File: config.mk
export PLATFORM = sky130hd
export DESIGN_NAME = doubly_linked_list_manager_core_flat
export DESIGN_NICKNAME = d
export VERILOG_FILES = /design/src/rtl/dllm_pkg.sv /design/src/rtl/dllm_if.sv /design/src/rtl/dllm_ctrl.sv /design/src/rtl/dllm_datapath.sv /design/src/rtl/doubly_linked_list_manager_core.sv /design/src/flat_wrapper.sv
export VERILOG_INCLUDE_DIRS = /design/src /design/src/rtl
export SDC_FILE = /design/constraint.sdc
export NUM_CORES = 1
export LEC_CHECK = 0
export BUFFER_PORTS_ARGS = -buffer_cell sky130_fd_sc_hd__buf_2
export CAP_MARGIN = 10
export CORE_AREA = 2 2 305 307
export DETAILED_ROUTE_END_ITERATION = 7
export DIE_AREA = 0 0 307 309
export GPL_TIMING_DRIVEN = 0
export RECOVER_POWER = 50
export SLEW_MARGIN = 30
export SYNTH_ARGS = -nofsm -noshare
export SYNTH_HDL_FRONTEND = slang
export SYNTH_SLANG_ARGS = --single-unit
export TNS_END_PERCENT = 1
File: constraint.sdc
create_clock -name clk -period 12.91 [get_ports clk]
set_input_delay 3.2275 -clock clk [delete_from_list [all_inputs] [get_ports clk]]
set_output_delay 3.2275 -clock clk [all_outputs]
set_load 0.005 [all_outputs]
File: src/rtl/doubly_linked_list_manager_core_defines.svh
// ---------------------------------------------------------------------------
// Assertion macros for the linked list manager
// Shared concurrent-assertion templates, clocked and reset-gated.
// ---------------------------------------------------------------------------
`ifndef DOUBLY_LINKED_LIST_MANAGER_CORE_DEFINES_SVH
`define DOUBLY_LINKED_LIST_MANAGER_CORE_DEFINES_SVH

// Same-cycle implication.
`define DLLM_ASSERT_IMP(lbl, ck, rn, ante, cons) \
    lbl: assert property (@(posedge ck) disable iff (!rn) (ante) |-> (cons)) \
        else $error("dllm: same-cycle check failed");

// Next-cycle implication.
`define DLLM_ASSERT_NXT(lbl, ck, rn, ante, cons) \
    lbl: assert property (@(posedge ck) disable iff (!rn) (ante) |=> (cons)) \
        else $error("dllm: next-cycle check failed");

`endif

File: src/rtl/dllm_pkg.sv
// ---------------------------------------------------------------------------
// dllm_pkg
// Shared widths, operation codes and controller/datapath handshake types.
// ---------------------------------------------------------------------------
`timescale 1ns / 1ps

package dllm_pkg;

    localparam int NODE_W    = 6;            // width of a node index
    localparam int CNT_W     = 7;            // width of the member count
    localparam int NODE_SPAN = 2 ** NODE_W;  // nodes addressable by the index field

    // Operation codes of the kind field
    localparam logic KIND_APPEND = 1'b0;
    localparam logic KIND_REMOVE = 1'b1;

    // Controller -> datapath
    typedef struct packed {
        logic capture;  // latch item, launch link reads
        logic exec;     // apply updates, load result register
    } dllm_cmd_t;

    // Datapath -> controller
    typedef struct packed {
        logic result_busy;  // result register full and not taken this cycle
    } dllm_status_t;

endpackage

File: src/rtl/dllm_if.sv
// ---------------------------------------------------------------------------
// dllm_req_if / dllm_rsp_if
// Valid/ready channels for list operations and their results.
// ---------------------------------------------------------------------------
`timescale 1ns / 1ps

interface dllm_req_if import dllm_pkg::*; ();
    logic              valid;
    logic              ready;
    logic              kind;
    logic [NODE_W-1:0] node;

    modport source (output valid, output kind, output node, input ready);
    modport sink   (input valid, input kind, input node, output ready);
endinterface

interface dllm_rsp_if import dllm_pkg::*; ();
    logic              valid;
    logic              ready;
    logic              applied;
    logic [CNT_W-1:0]  member_count;
    logic [NODE_W-1:0] head_node;
    logic              head_valid;
    logic [NODE_W-1:0] tail_node;

    modport source (output valid, output applied, output member_count, output head_node,
                    output head_valid, output tail_node, input ready);
    modport sink   (input valid, input applied, input member_count, input head_node,
                    input head_valid, input tail_node, output ready);
endinterface

File: src/rtl/dllm_ctrl.sv
// ---------------------------------------------------------------------------
// dllm_ctrl
// Two-state sequencer: take a transfer, then execute it against the links.
// ---------------------------------------------------------------------------
`timescale 1ns / 1ps

module dllm_ctrl import dllm_pkg::*;
(
    input  logic         clk,
    input  logic         rst_n,
    input  logic         req_valid,
    output logic         req_ready,
    input  dllm_status_t status,
    output dllm_cmd_t    cmd
);

    typedef enum logic [1:0] {
        S_IDLE = 2'b01,
        S_EXEC = 2'b10
    } state_t;

    state_t state_reg;
    state_t state_next;

    always_ff @(posedge clk or negedge rst_n)
    begin
        if (!rst_n)
        begin
            state_reg <= S_IDLE;
        end
        else
        begin
            state_reg <= state_next;
        end
    end

    always_comb
    begin
        state_next  = state_reg;
        req_ready   = 1'b0;
        cmd.capture = 1'b0;
        cmd.exec    = 1'b0;
        case (state_reg)
            S_IDLE:
            begin
                req_ready   = 1'b1;
                cmd.capture = req_valid;
                if (req_valid)
                begin
                    state_next = S_EXEC;
                end
            end
            S_EXEC:
            begin
                // hold until the result register can take the new result
                if (!status.result_busy)
                begin
                    cmd.exec   = 1'b1;
                    state_next = S_IDLE;
                end
            end
            default:
            begin
                state_next = S_IDLE;
            end
        endcase
    end

endmodule

File: src/rtl/dllm_datapath.sv
// ---------------------------------------------------------------------------
// dllm_datapath
// Link memories, head/tail/count registers and the result register.
// ---------------------------------------------------------------------------
`timescale 1ns / 1ps
`include "doubly_linked_list_manager_core_defines.svh"

module dllm_datapath import dllm_pkg::*;
#(
    parameter int NODES = 64
)
(
    input  logic              clk,
    input  logic              rst_n,
    input  dllm_cmd_t         cmd,
    output dllm_status_t      status,
    input  logic              req_kind,
    input  logic [NODE_W-1:0] req_node,
    output logic              rsp_valid,
    input  logic              rsp_ready,
    output logic              rsp_applied,
    output logic [CNT_W-1:0]  rsp_member_count,
    output logic [NODE_W-1:0] rsp_head_node,
    output logic              rsp_head_valid,
    output logic [NODE_W-1:0] rsp_tail_node
);

    // only the first NODE_SPAN pool entries can ever be named by an item
    localparam int DEPTH = (NODES < NODE_SPAN) ? NODES : NODE_SPAN;
    localparam int AW    = (DEPTH > 1) ? $clog2(DEPTH) : 1;
    localparam logic [CNT_W-1:0] DEPTH_CNT = CNT_W'(DEPTH);

    // link index storage; link valid bits live in flops so reset nulls all links
    logic [NODE_W-1:0] prev_mem [DEPTH];
    logic [NODE_W-1:0] next_mem [DEPTH];
    logic [DEPTH-1:0]  prev_vld_reg, prev_vld_next;
    logic [DEPTH-1:0]  next_vld_reg, next_vld_next;

    logic              kind_reg;
    logic [NODE_W-1:0] node_reg;
    logic [NODE_W-1:0] prev_rd_reg;
    logic [NODE_W-1:0] next_rd_reg;

    logic [NODE_W-1:0] first_reg, first_next;
    logic [NODE_W-1:0] last_reg, last_next;
    logic              nonempty_reg, nonempty_next;
    logic [CNT_W-1:0]  count_reg, count_next;
    logic              applied;

    logic              out_valid_reg;
    logic              out_applied_reg;
    logic [CNT_W-1:0]  out_count_reg;
    logic [NODE_W-1:0] out_head_reg;
    logic              out_head_vld_reg;
    logic [NODE_W-1:0] out_tail_reg;

    // write ports
    logic              pwr_en, pwr_v;
    logic [AW-1:0]     pwr_addr;
    logic [NODE_W-1:0] pwr_data;
    logic              nwr_en, nwr_v;
    logic [AW-1:0]     nwr_addr;
    logic [NODE_W-1:0] nwr_data;
    logic              pclr, nclr;

    logic [AW-1:0]     rd_addr;
    logic [AW-1:0]     n_addr;
    logic              node_ok;
    logic              p_v, q_v;
    logic [CNT_W-1:0]  count_dec;

    assign rd_addr   = AW'(req_node);
    assign n_addr    = AW'(node_reg);
    assign node_ok   = ({1'b0, node_reg} < DEPTH_CNT);
    assign count_dec = (count_reg != '0) ? count_reg - CNT_W'(1) : count_reg;

    always_comb
    begin
        first_next    = first_reg;
        last_next     = last_reg;
        nonempty_next = nonempty_reg;
        count_next    = count_reg;
        applied       = 1'b0;
        pwr_en        = 1'b0;
        pwr_v         = 1'b0;
        pwr_addr      = n_addr;
        pwr_data      = '0;
        nwr_en        = 1'b0;
        nwr_v         = 1'b0;
        nwr_addr      = n_addr;
        nwr_data      = '0;
        pclr          = 1'b0;
        nclr          = 1'b0;
        p_v           = 1'b0;
        q_v           = 1'b0;
        if (node_ok)
        begin
            p_v = prev_vld_reg[n_addr];
            q_v = next_vld_reg[n_addr];
            if (kind_reg == KIND_APPEND)
            begin
                if (!nonempty_reg)
                begin
                    first_next    = node_reg;
                    last_next     = node_reg;
                    nonempty_next = 1'b1;
                    pclr          = 1'b1;
                    nclr          = 1'b1;
                    count_next    = count_reg + CNT_W'(1);
                    applied       = 1'b1;
                end
                else if (!(q_v || (last_reg == node_reg)))
                begin
                    // link behind the current tail
                    pwr_en     = 1'b1;
                    pwr_v      = 1'b1;
                    pwr_addr   = n_addr;
                    pwr_data   = last_reg;
                    nclr       = 1'b1;
                    nwr_en     = 1'b1;
                    nwr_v      = 1'b1;
                    nwr_addr   = AW'(last_reg);
                    nwr_data   = node_reg;
                    last_next  = node_reg;
                    count_next = count_reg + CNT_W'(1);
                    applied    = 1'b1;
                end
            end
            else if (nonempty_reg)
            begin
                if (p_v)
                begin
                    // predecessor takes over our next link
                    nwr_en   = 1'b1;
                    nwr_v    = q_v;
                    nwr_addr = AW'(prev_rd_reg);
                    nwr_data = next_rd_reg;
                    pclr     = 1'b1;
                    if (q_v)
                    begin
                        pwr_en   = 1'b1;
                        pwr_v    = 1'b1;
                        pwr_addr = AW'(next_rd_reg);
                        pwr_data = prev_rd_reg;
                        nclr     = 1'b1;
                    end
                    else
                    begin
                        last_next = prev_rd_reg;
                    end
                    count_next = count_dec;
                    applied    = 1'b1;
                end
                else if (q_v)
                begin
                    // removing the head
                    pwr_en     = 1'b1;
                    pwr_v      = 1'b0;
                    pwr_addr   = AW'(next_rd_reg);
                    nclr       = 1'b1;
                    first_next = next_rd_reg;
                    count_next = count_dec;
                    applied    = 1'b1;
                end
                else if (node_reg == first_reg)
                begin
                    // sole member leaves
                    first_next    = '0;
                    last_next     = '0;
                    nonempty_next = 1'b0;
                    count_next    = count_dec;
                    applied       = 1'b1;
                end
            end
        end
    end

    // valid-bit updates; clear-then-write on prev, write-then-clear on next
    always_comb
    begin
        prev_vld_next = prev_vld_reg;
        next_vld_next = next_vld_reg;
        if (pclr)
        begin
            prev_vld_next[n_addr] = 1'b0;
        end
        if (pwr_en)
        begin
            prev_vld_next[pwr_addr] = pwr_v;
        end
        if (nwr_en)
        begin
            next_vld_next[nwr_addr] = nwr_v;
        end
        if (nclr)
        begin
            next_vld_next[n_addr] = 1'b0;
        end
    end

    always_ff @(posedge clk)
    begin
        if (cmd.capture)
        begin
            kind_reg    <= req_kind;
            node_reg    <= req_node;
            prev_rd_reg <= prev_mem[rd_addr];
            next_rd_reg <= next_mem[rd_addr];
        end
        if (cmd.exec && pwr_en)
        begin
            prev_mem[pwr_addr] <= pwr_data;
        end
        if (cmd.exec && nwr_en)
        begin
            next_mem[nwr_addr] <= nwr_data;
        end
        if (cmd.exec)
        begin
            out_applied_reg  <= applied;
            out_count_reg    <= count_next;
            out_head_reg     <= nonempty_next ? first_next : '0;
            out_head_vld_reg <= nonempty_next;
            out_tail_reg     <= nonempty_next ? last_next : '0;
        end
    end

    always_ff @(posedge clk or negedge rst_n)
    begin
        if (!rst_n)
        begin
            prev_vld_reg  <= '0;
            next_vld_reg  <= '0;
            first_reg     <= '0;
            last_reg      <= '0;
            nonempty_reg  <= 1'b0;
            count_reg     <= '0;
            out_valid_reg <= 1'b0;
        end
        else
        begin
            if (cmd.exec)
            begin
                prev_vld_reg <= prev_vld_next;
                next_vld_reg <= next_vld_next;
                first_reg    <= first_next;
                last_reg     <= last_next;
                nonempty_reg <= nonempty_next;
                count_reg    <= count_next;
            end
            if (cmd.exec)
            begin
                out_valid_reg <= 1'b1;
            end
            else if (rsp_ready)
            begin
                out_valid_reg <= 1'b0;
            end
        end
    end

    assign status.result_busy = out_valid_reg && !rsp_ready;

    assign rsp_valid        = out_valid_reg;
    assign rsp_applied      = out_applied_reg;
    assign rsp_member_count = out_count_reg;
    assign rsp_head_node    = out_head_reg;
    assign rsp_head_valid   = out_head_vld_reg;
    assign rsp_tail_node    = out_tail_reg;

    `DLLM_ASSERT_IMP(a_no_overwrite, clk, rst_n, cmd.exec, !(out_valid_reg && !rsp_ready))
    `DLLM_ASSERT_NXT(a_result_loaded, clk, rst_n, cmd.exec, out_valid_reg)
    `DLLM_ASSERT_IMP(a_empty_zero, clk, rst_n, !nonempty_reg, count_reg == '0 && first_reg == '0 && last_reg == '0)
    `DLLM_ASSERT_IMP(a_count_flag, clk, rst_n, 1'b1, nonempty_reg == (count_reg != '0))
    `DLLM_ASSERT_IMP(a_count_bound, clk, rst_n, 1'b1, count_reg <= DEPTH_CNT)

endmodule

File: src/rtl/doubly_linked_list_manager_core.sv
// A request transfer captures the item and launches the link reads
//   (registered memory read); exec then applies the link update/write
//   back and loads the result register, unless a result stall holds it.
// A new request is taken only after the previous item has left exec.
// A result not yet taken holds the following item in exec, so request
//   transfers stop until the receiver takes it.
// Reset clears head, tail, count and all link valid bits.
// ---------------------------------------------------------------------------
// doubly_linked_list_manager_core
// Doubly linked list over a pool of node indices: append at tail, remove.
// ---------------------------------------------------------------------------
`timescale 1ns / 1ps

module doubly_linked_list_manager_core import dllm_pkg::*;
#(
    parameter int NODES = 64
)
(
    input  logic        clk,
    input  logic        rst_n,
    dllm_req_if.sink    req,
    dllm_rsp_if.source  rsp
);

    // Command/status between the sequencer and the datapath.
    dllm_cmd_t    cmd;
    dllm_status_t status;

    // Sequencer: idle accepts a transfer and launches the link reads;
    // exec applies the update once the result register is free.
    dllm_ctrl u_ctrl (
        .clk       (clk),
        .rst_n     (rst_n),
        .req_valid (req.valid),
        .req_ready (req.ready),
        .status    (status),
        .cmd       (cmd)
    );

    // Datapath: prev/next link memories with flop valid bits, list
    // registers, and the output register that holds a result until taken.
    dllm_datapath #(
        .NODES (NODES)
    ) u_datapath (
        .clk              (clk),
        .rst_n            (rst_n),
        .cmd              (cmd),
        .status           (status),
        .req_kind         (req.kind),
        .req_node         (req.node),
        .rsp_valid        (rsp.valid),
        .rsp_ready        (rsp.ready),
        .rsp_applied      (rsp.applied),
        .rsp_member_count (rsp.member_count),
        .rsp_head_node    (rsp.head_node),
        .rsp_head_valid   (rsp.head_valid),
        .rsp_tail_node    (rsp.tail_node)
    );

endmodule
File: src/flat_wrapper.sv
// flat-port wrapper written by rule: the top's interface ports become plain ports
module doubly_linked_list_manager_core_flat import dllm_pkg::*;
#(
    parameter int NODES = 64
)
  (clk, rst_n, req_valid, req_kind, req_node, req_ready, rsp_valid, rsp_applied, rsp_member_count, rsp_head_node, rsp_head_valid, rsp_tail_node, rsp_ready);
  dllm_req_if req_i ();
  dllm_rsp_if rsp_i ();
  input  logic clk;
  input  logic rst_n;
  input wire logic [$bits(req_i.valid)-1:0] req_valid;
  input wire logic [$bits(req_i.kind)-1:0] req_kind;
  input wire logic [$bits(req_i.node)-1:0] req_node;
  output wire logic [$bits(req_i.ready)-1:0] req_ready;
  output wire logic [$bits(rsp_i.valid)-1:0] rsp_valid;
  output wire logic [$bits(rsp_i.applied)-1:0] rsp_applied;
  output wire logic [$bits(rsp_i.member_count)-1:0] rsp_member_count;
  output wire logic [$bits(rsp_i.head_node)-1:0] rsp_head_node;
  output wire logic [$bits(rsp_i.head_valid)-1:0] rsp_head_valid;
  output wire logic [$bits(rsp_i.tail_node)-1:0] rsp_tail_node;
  input wire logic [$bits(rsp_i.ready)-1:0] rsp_ready;
  assign req_i.valid = req_valid;
  assign req_i.kind = req_kind;
  assign req_i.node = req_node;
  assign req_ready = req_i.ready;
  assign rsp_valid = rsp_i.valid;
  assign rsp_applied = rsp_i.applied;
  assign rsp_member_count = rsp_i.member_count;
  assign rsp_head_node = rsp_i.head_node;
  assign rsp_head_valid = rsp_i.head_valid;
  assign rsp_tail_node = rsp_i.tail_node;
  assign rsp_i.ready = rsp_ready;
  doubly_linked_list_manager_core #(.NODES(NODES)) u_core (.clk(clk), .rst_n(rst_n), .req(req_i), .rsp(rsp_i));
endmodule
==> run metrics, run 1 <==
Syn Area/Cell 17.4 µm²; Synth Flop Type edfxtp_1; Peak Freq 102 MHz; initial antenna violation count 7; Worst-path clk slew 60 ps; crit start category flop; die width 307 µm; Buf+Inv Stages, Crit Path 7; TritonCTS clock tree done; Core Region 91400 µm²; post-synthesis instance total 2341; number of synthesized flops with an enable pin 808; share of cells above drive strength 1 21.7%; post-CTS setup buffer count 0; outcome finished, violations left; GPL Wtd Cong 1.01; H-tree Lvls 3; Pins Over Slew Limit 755; post-cts resize count 0; row count 111; most common cell in the synthesized netlist edfxtp_1; Via-to-Cell Ratio 6.53; # DRC 0; ANT nets after route 0; compound-cell area share of the yosys netlist 7.74%; CP arrival 9880 ps; routed len/inst 32.3 µm; Seq/Total Area, Yosys 68.8%; fraction of registers with async set/reset 15.7%; first-pass GRT wire length 174 mm; clk_skew 46.4 ps; RSZ-0062 raised after global routing false; worst hold margin 537 ps; CP max-delay cell clkbuf_1; setup violators final 0; P&R area growth vs syn 12.6%; Synth area leader edfxtp_1; Core Util, Final 50.2%; pwr dens 164 nW/µm²; YS warnings 0; critical-path maximum fanout 60; Crit Path Class reg2reg; die span in y 309 µm; Area contributors post-synth edfxtp_1 (60%), mux4_2 (14%), dfrtp_1 (9.2%); worst-skew pair later-pin latency 690 ps; largest net degree at the start of global routing 83; Least-Margin Pin Slew 4270 ps; Rel. slew slack -184%; post-synthesis xor/xnor area fraction 0.408%; num ports 34; post-synthesis mux area share 15.4%; clock root buffer clkbuf_16; # nets final 2508; antenna cell count 0; worst hold path class reg2reg; DR iter-0 viols 3366; IO Port Bufs 33; synthesized area 40800 µm²; die area 94900 µm²; routed vias 24500; hold_buf cts 0; Req. time, crit path 12960 ps; top post-synthesis cells by count edfxtp_1 (808), mux4_2 (255), nor2_1 (176); post-synth top area share 59.5%; Critical Path, Cell by Cell clkbuf_1 -> clkbuf_1 -> clkinv_1 -> a221o_1 -> nand3_1 -> nand4b_1 -> nor4_1 -> and2_0 -> clkbuf_1 -> clkbuf_1 -> clkbuf_1 -> a22o_1 -> clkbuf_1; Tmin final 9820 ps; router iterations before antenna repair 6; Yosys reg bits 959; Overflow after GRT 0; Post-Synthesis Net Count 2355; synth unique cells 81; Clock Path Buffers 3; final wirelength 121 mm; DP HPWL 83.8 mm; Fin. Hold Viols 0; largest family of logic cells by synthesized area multiplexers; setup tns final 0 ps; crit-path leading delay family buffers and inverters; total power 7.51 mW; Pleak 14.9 nW; clock sinks 959; GRT Util Overall 25.7%; failing checks capacitance limit, slew limit; Max-Cap Viols 14; CP Capture Type flop; max incr delay on CP 2070 ps; Largest regs u_core.u_datapath.next_mem (384), u_core.u_datapath.prev_mem (384); Max rail drop VDD 0.129 mV; vias in the first global route 24100; Post-Synth Adder-Cell Area 0.0921%; cts bufs inserted 98; period utilisation layout 76.1%; simple-gate share of the synthesized area 5.71%; Initial Utilization 44.6%; most frequent CP cell clkbuf_1
[layout by cell type (no fill, tap or decap), types with 17 or more instances in the layout]
cell type / n
a21oi_1: 77
a221oi_1: 71
a22oi_1: 23
a41oi_1: 18
buf_2: 43
clkbuf_1: 149
clkbuf_16: 98
clkbuf_2: 18
dfrtp_1: 150
edfxtp_1: 808
mux2i_1: 37
mux4_2: 255
nand2_1: 63
nand2b_1: 22
nand3_1: 26
nor2_1: 174
nor2b_1: 17
nor3_1: 23
o21ai_0: 78
o221ai_1: 25
o22ai_1: 42
[worst min-delay path, cell delays in order (launching register included)]
cell and delay (ps):
dfrtp_1 360, nand2b_1 70, nand2_1 70
[cell families (layout without fill, tap and decap cells)]
family,count (synthesis),count (layout)
DFF,959,959
and+or+nand+nor,444,444
AOI/OAI and AO/OA,432,432
muxes,305,305
buffers and inverters,179,410
xor gates and xnor gates,19,19
adders and majority gates,3,3
[per-stage QoR]
stage,instances,cell area (µm²),setup WS [ps]
3_5_place_dp,3579,43000,4810
2_1_floorplan,2341,40800,6620
6_report,3758,45900,3090
4_1_cts,3757,46200,5530
5_1_grt,3758,45900,2720
3_3_place_gp,3560,42400,3660
[cell type report]
type / count / area (µm²)
well taps: 1186 / 1480
clock inverters: 49 / 584
multi-input cells: 1203 / 12100
repair buffers: 53 / 289
fillers: 7429 / 45500
flip-flops and latches: 959 / 28000
clock buffers: 129 / 2610
plain buffers: 164 / 732
inverters: 15 / 56.3
[path summary, 6_finish.rpt]
kind	startpoint	endpoint	slack, ps	depth (start not counted)
worst max-delay path	u_core.u_datapath.n_addr[1]	u_core.u_datapath.prev_mem[52][2]	3090	13
worst min-delay path	u_core.u_ctrl.state_reg[1]	u_core.u_datapath.rsp_valid	540	2
worst max register to register	u_core.u_datapath.n_addr[1]	u_core.u_datapath.prev_mem[52][2]	3090	13
worst min register to register	u_core.u_ctrl.state_reg[1]	u_core.u_datapath.rsp_valid	540	2
max in group asynchronous	rst_n	u_core.u_datapath.next_vld_reg[22]	6440	1
min in group asynchronous	rst_n	u_core.u_datapath.nonempty_reg	4040	1
[power breakdown]
group / leakage (nW) / switching, mW / internal (mW)
Combinational: 3.86 / 0.755 / 0.293
Sequential: 9.48 / 0.0543 / 3.59
Clock: 1.54 / 1.21 / 1.61
[routing by layer]
layer  part of all wire [%]  wire [µm]  track usage, %
met2                     46      56100            39.9
met5                  0.011         13               0
met4                    3.7       4520            9.04
met1                     41      49600            36.5
met3                    9.1      11000            5.07
(Power assumes the default switching activity.)
==> inputs of run 2 (changes only) <==
==> constraint.sdc (replaced) <==
create_clock -name clk -period 8 [get_ports clk]
set_input_delay 2 -clock clk [delete_from_list [all_inputs] [get_ports clk]]
set_output_delay 2 -clock clk [all_outputs]
set_load 0.005 [all_outputs]
==> run 2 against run 1 <==
- the flow still finishes with violations (capacitance limit, slew limit)
- sequential cell count unchanged
- critical path type unchanged
- critical path depth grew 1
- worst setup slack lost 2300 ps
- count of clock-buffer cells in the layout did not move
- combinational power up 63%
- first-iteration DRC count increased by 5.5%
==> run metrics, run 2 (synthesis gave the netlist of run 1 again) <==
Layout fillers 7422 (-0.094%); Pleak 14.9 nW (+0.36%); outcome finished, violations left; cts bufs inserted 98 (unchanged); H-tree Lvls 3 (unchanged); post-cts resize count 0 (unchanged); Placed Instance Area 43000 µm² (unchanged); Crit Path Class reg2reg; Buf+Inv Stages, Crit Path 5 (-2); Largest regs u_core.u_datapath.next_mem (384), u_core.u_datapath.prev_mem (384); routed len/inst 32.3 µm (about the same); CP Capture Type flop; Peak Freq 139 MHz (+37%); CP max-delay cell nor4_1; Worst-path clk slew 60 ps (about the same); P&R area growth vs syn 12.7% (about the same); CP arrival 7730 ps (-2150 ps); Overflow after GRT 0 (unchanged); start point of the worst hold path u_core.u_ctrl.state_reg[1]; initial antenna violation count 7 (unchanged); share of cells above drive strength 1 21.9% (+0.27 points); Hold EP u_core.u_datapath.rsp_valid; FF-to-FF setup slack 820 ps (-2260 ps); TritonCTS clock tree done; GRT Util Overall 25.7% (unchanged); Req. time, crit path 8560 ps (-4400 ps); num ports 34 (unchanged); Max-Cap Viols 8 (-6); post-CTS setup buffer count 0 (unchanged); Clock power frac 37.5% (about the same); Worst R2R Start u_core.u_datapath.n_addr[1]; Fin. Hold Viols 0 (unchanged); period utilisation layout 89.7% (+14 points); dpl cells 3579 (unchanged); # nets final 2508 (unchanged); Least-Margin Pin Slew 4300 ps (+33.0 ps); ANT nets after route 0 (unchanged); die span in y 309 µm (unchanged); max incr delay on CP 1320 ps (-750 ps); # DRC 0 (unchanged); commonest non-fill, non-tap cell in the layout edfxtp_1; pwr dens 264 nW/µm² (+61%); Pins Over Slew Limit 223 (-70%); hold_buf cts 0 (unchanged); Sequential Power Share 48.3% (-0.2 points); Clock Path Buffers 3 (unchanged); die area 94900 µm² (unchanged); most frequent cells in the layout edfxtp_1 (808), mux4_2 (255), nor2_1 (174); Internal Pwr Total 8.87 mW (+61%); worst-skew pair later-pin latency 690 ps (about the same); row count 111 (unchanged); first-pass GRT wire length 174 mm (unchanged); R2R depth 14 (+1); switching share of power 26.8% (-0.067 points); vias in the first global route 24100 (unchanged); Via-to-Cell Ratio 6.52 (about the same); critical-path maximum fanout 10 (-83%); antenna cell count 0 (unchanged); net load switching power 3.25 mW (+61%); die width 307 µm (unchanged); final wirelength 121 mm (about the same); routed vias 24500 (-0.020%); DP HPWL 83.8 mm (unchanged); DR iter-0 viols 3550 (+5.5%); clock root buffer clkbuf_16; Finished Cell Area 45900 µm² (about the same); GPL Wtd Cong 1.01 (unchanged); Core Region 91400 µm² (unchanged); Max rail drop VDD 0.208 mV (+61%); Tmin final 7180 ps (-2650 ps); router iterations before antenna repair 6 (unchanged); Rel. slew slack -187% (-2.2 points); worst reg2reg path endpoint u_core.u_datapath.next_vld_reg[32]; CP Depth 14 (+1); clock sinks 959 (unchanged); Logic pwr share 14.1% (about the same); clk_skew 49.7 ps (+3.22 ps); RSZ-0062 raised after global routing false; Critical Path, Cell by Cell clkbuf_1 -> buf_6 -> clkinv_1 -> a221o_1 -> nand3_1 -> nand4b_1 -> nor4_1 -> a22oi_4 -> buf_6 -> a221o_4 -> nor4_1 -> clkbuf_1 -> a21oi_1 -> a221oi_2; hold depth 2 (unchanged); largest net degree at the start of global routing 83 (unchanged); Initial Utilization 44.6% (unchanged); setup violators final 0 (unchanged); crit start category flop; failing checks capacitance limit, slew limit; crit-path leading delay family simple AND/OR/NAND/NOR gates; IO Port Bufs 33 (unchanged); non-filler cells, final 3758 (unchanged); worst hold path class reg2reg
-- run 2: changes by cell type in the layout (fill, tap and decap cells not counted), moves of 3 or more --
cell | previous run | this run
a22o_1 | 10 | 7
a22o_4 | 5 | 8
buf_16 | 1 | 4
clkbuf_1 | 149 | 141
clkbuf_2 | 18 | 22
-- run 2: how the worst max path moves through the flow --
stage                                    endpoint                         from
2_1_floorplan   u_core.u_datapath.next_mem[11][0]                    rsp_ready
6_report       u_core.u_datapath.next_vld_reg[32]  u_core.u_datapath.n_addr[1]
5_1_grt         u_core.u_datapath.next_mem[53][4]  u_core.u_datapath.n_addr[1]
4_1_cts          u_core.u_datapath.next_mem[9][5]  u_core.u_datapath.n_addr[1]
3_3_place_gp    u_core.u_datapath.next_mem[62][2]  u_core.u_datapath.n_addr[2]
3_5_place_dp    u_core.u_datapath.next_mem[58][3]                    rsp_ready
-- run 2: worst reg2reg max path: cells and delay by family (launching register included) --
family,cells,cell delay (ps)
and+or+nand+nor,4,2640
DFF,1,680
buffers and inverters,5,2240
AOI/OAI and AO/OA,5,1510
-- run 2: through the flow --
| step | hold slack, ps | total power [mW] | setup slack, ps | util (%) | setup TNS, ps |
|---|---|---|---|---|---|
| 2_1_floorplan | 480 | 6.95 | 2940 | - | 0 |
| 3_3_place_gp | 511 | 7.56 | -1250 | 46.4 | -78930 |
| 3_5_place_dp | 524 | 7.69 | 1130 | 47.1 | 0 |
| 4_1_cts | 538 | 12.2 | 1690 | 50.6 | 0 |
| 5_1_grt | 560 | 12.5 | 722 | 50.3 | 0 |
| 6_report | 536 | 12.1 | 822 | 50.3 | 0 |
-- run 2: area by class of cell --
cell class	count	area [µm²]	area share, %
Sequential cell	959	28000	61.0
Multi-Input combinational cell	1203	12100	26.3
Clock buffer	129	2610	5.68
Tap cell	1186	1480	3.23
Buffer	164	744	1.62
Clock inverter	49	584	1.27
Timing Repair Buffer	53	350	0.763
Inverter	15	56.3	0.123
-- run 2: per-layer routing --
layer	vias up	global-route usage, %	routed length [µm]
met2	1357	39.9	56300
li1	9985	-	-
met1	12900	36.5	49500
met5	-	0	13
met4	2	9.04	4290
met3	251	5.07	11200
-- run 2: power by group through the flow --
stage | registers [mW] | clock network [mW] | logic (mW)
floorplan | 5.92 | 0 | 1.03
global placement | 5.97 | 0 | 1.59
detailed placement | 5.94 | 0 | 1.75
CTS | 5.84 | 4.62 | 1.75
global route | 5.87 | 4.82 | 1.81
finish | 5.86 | 4.55 | 1.71
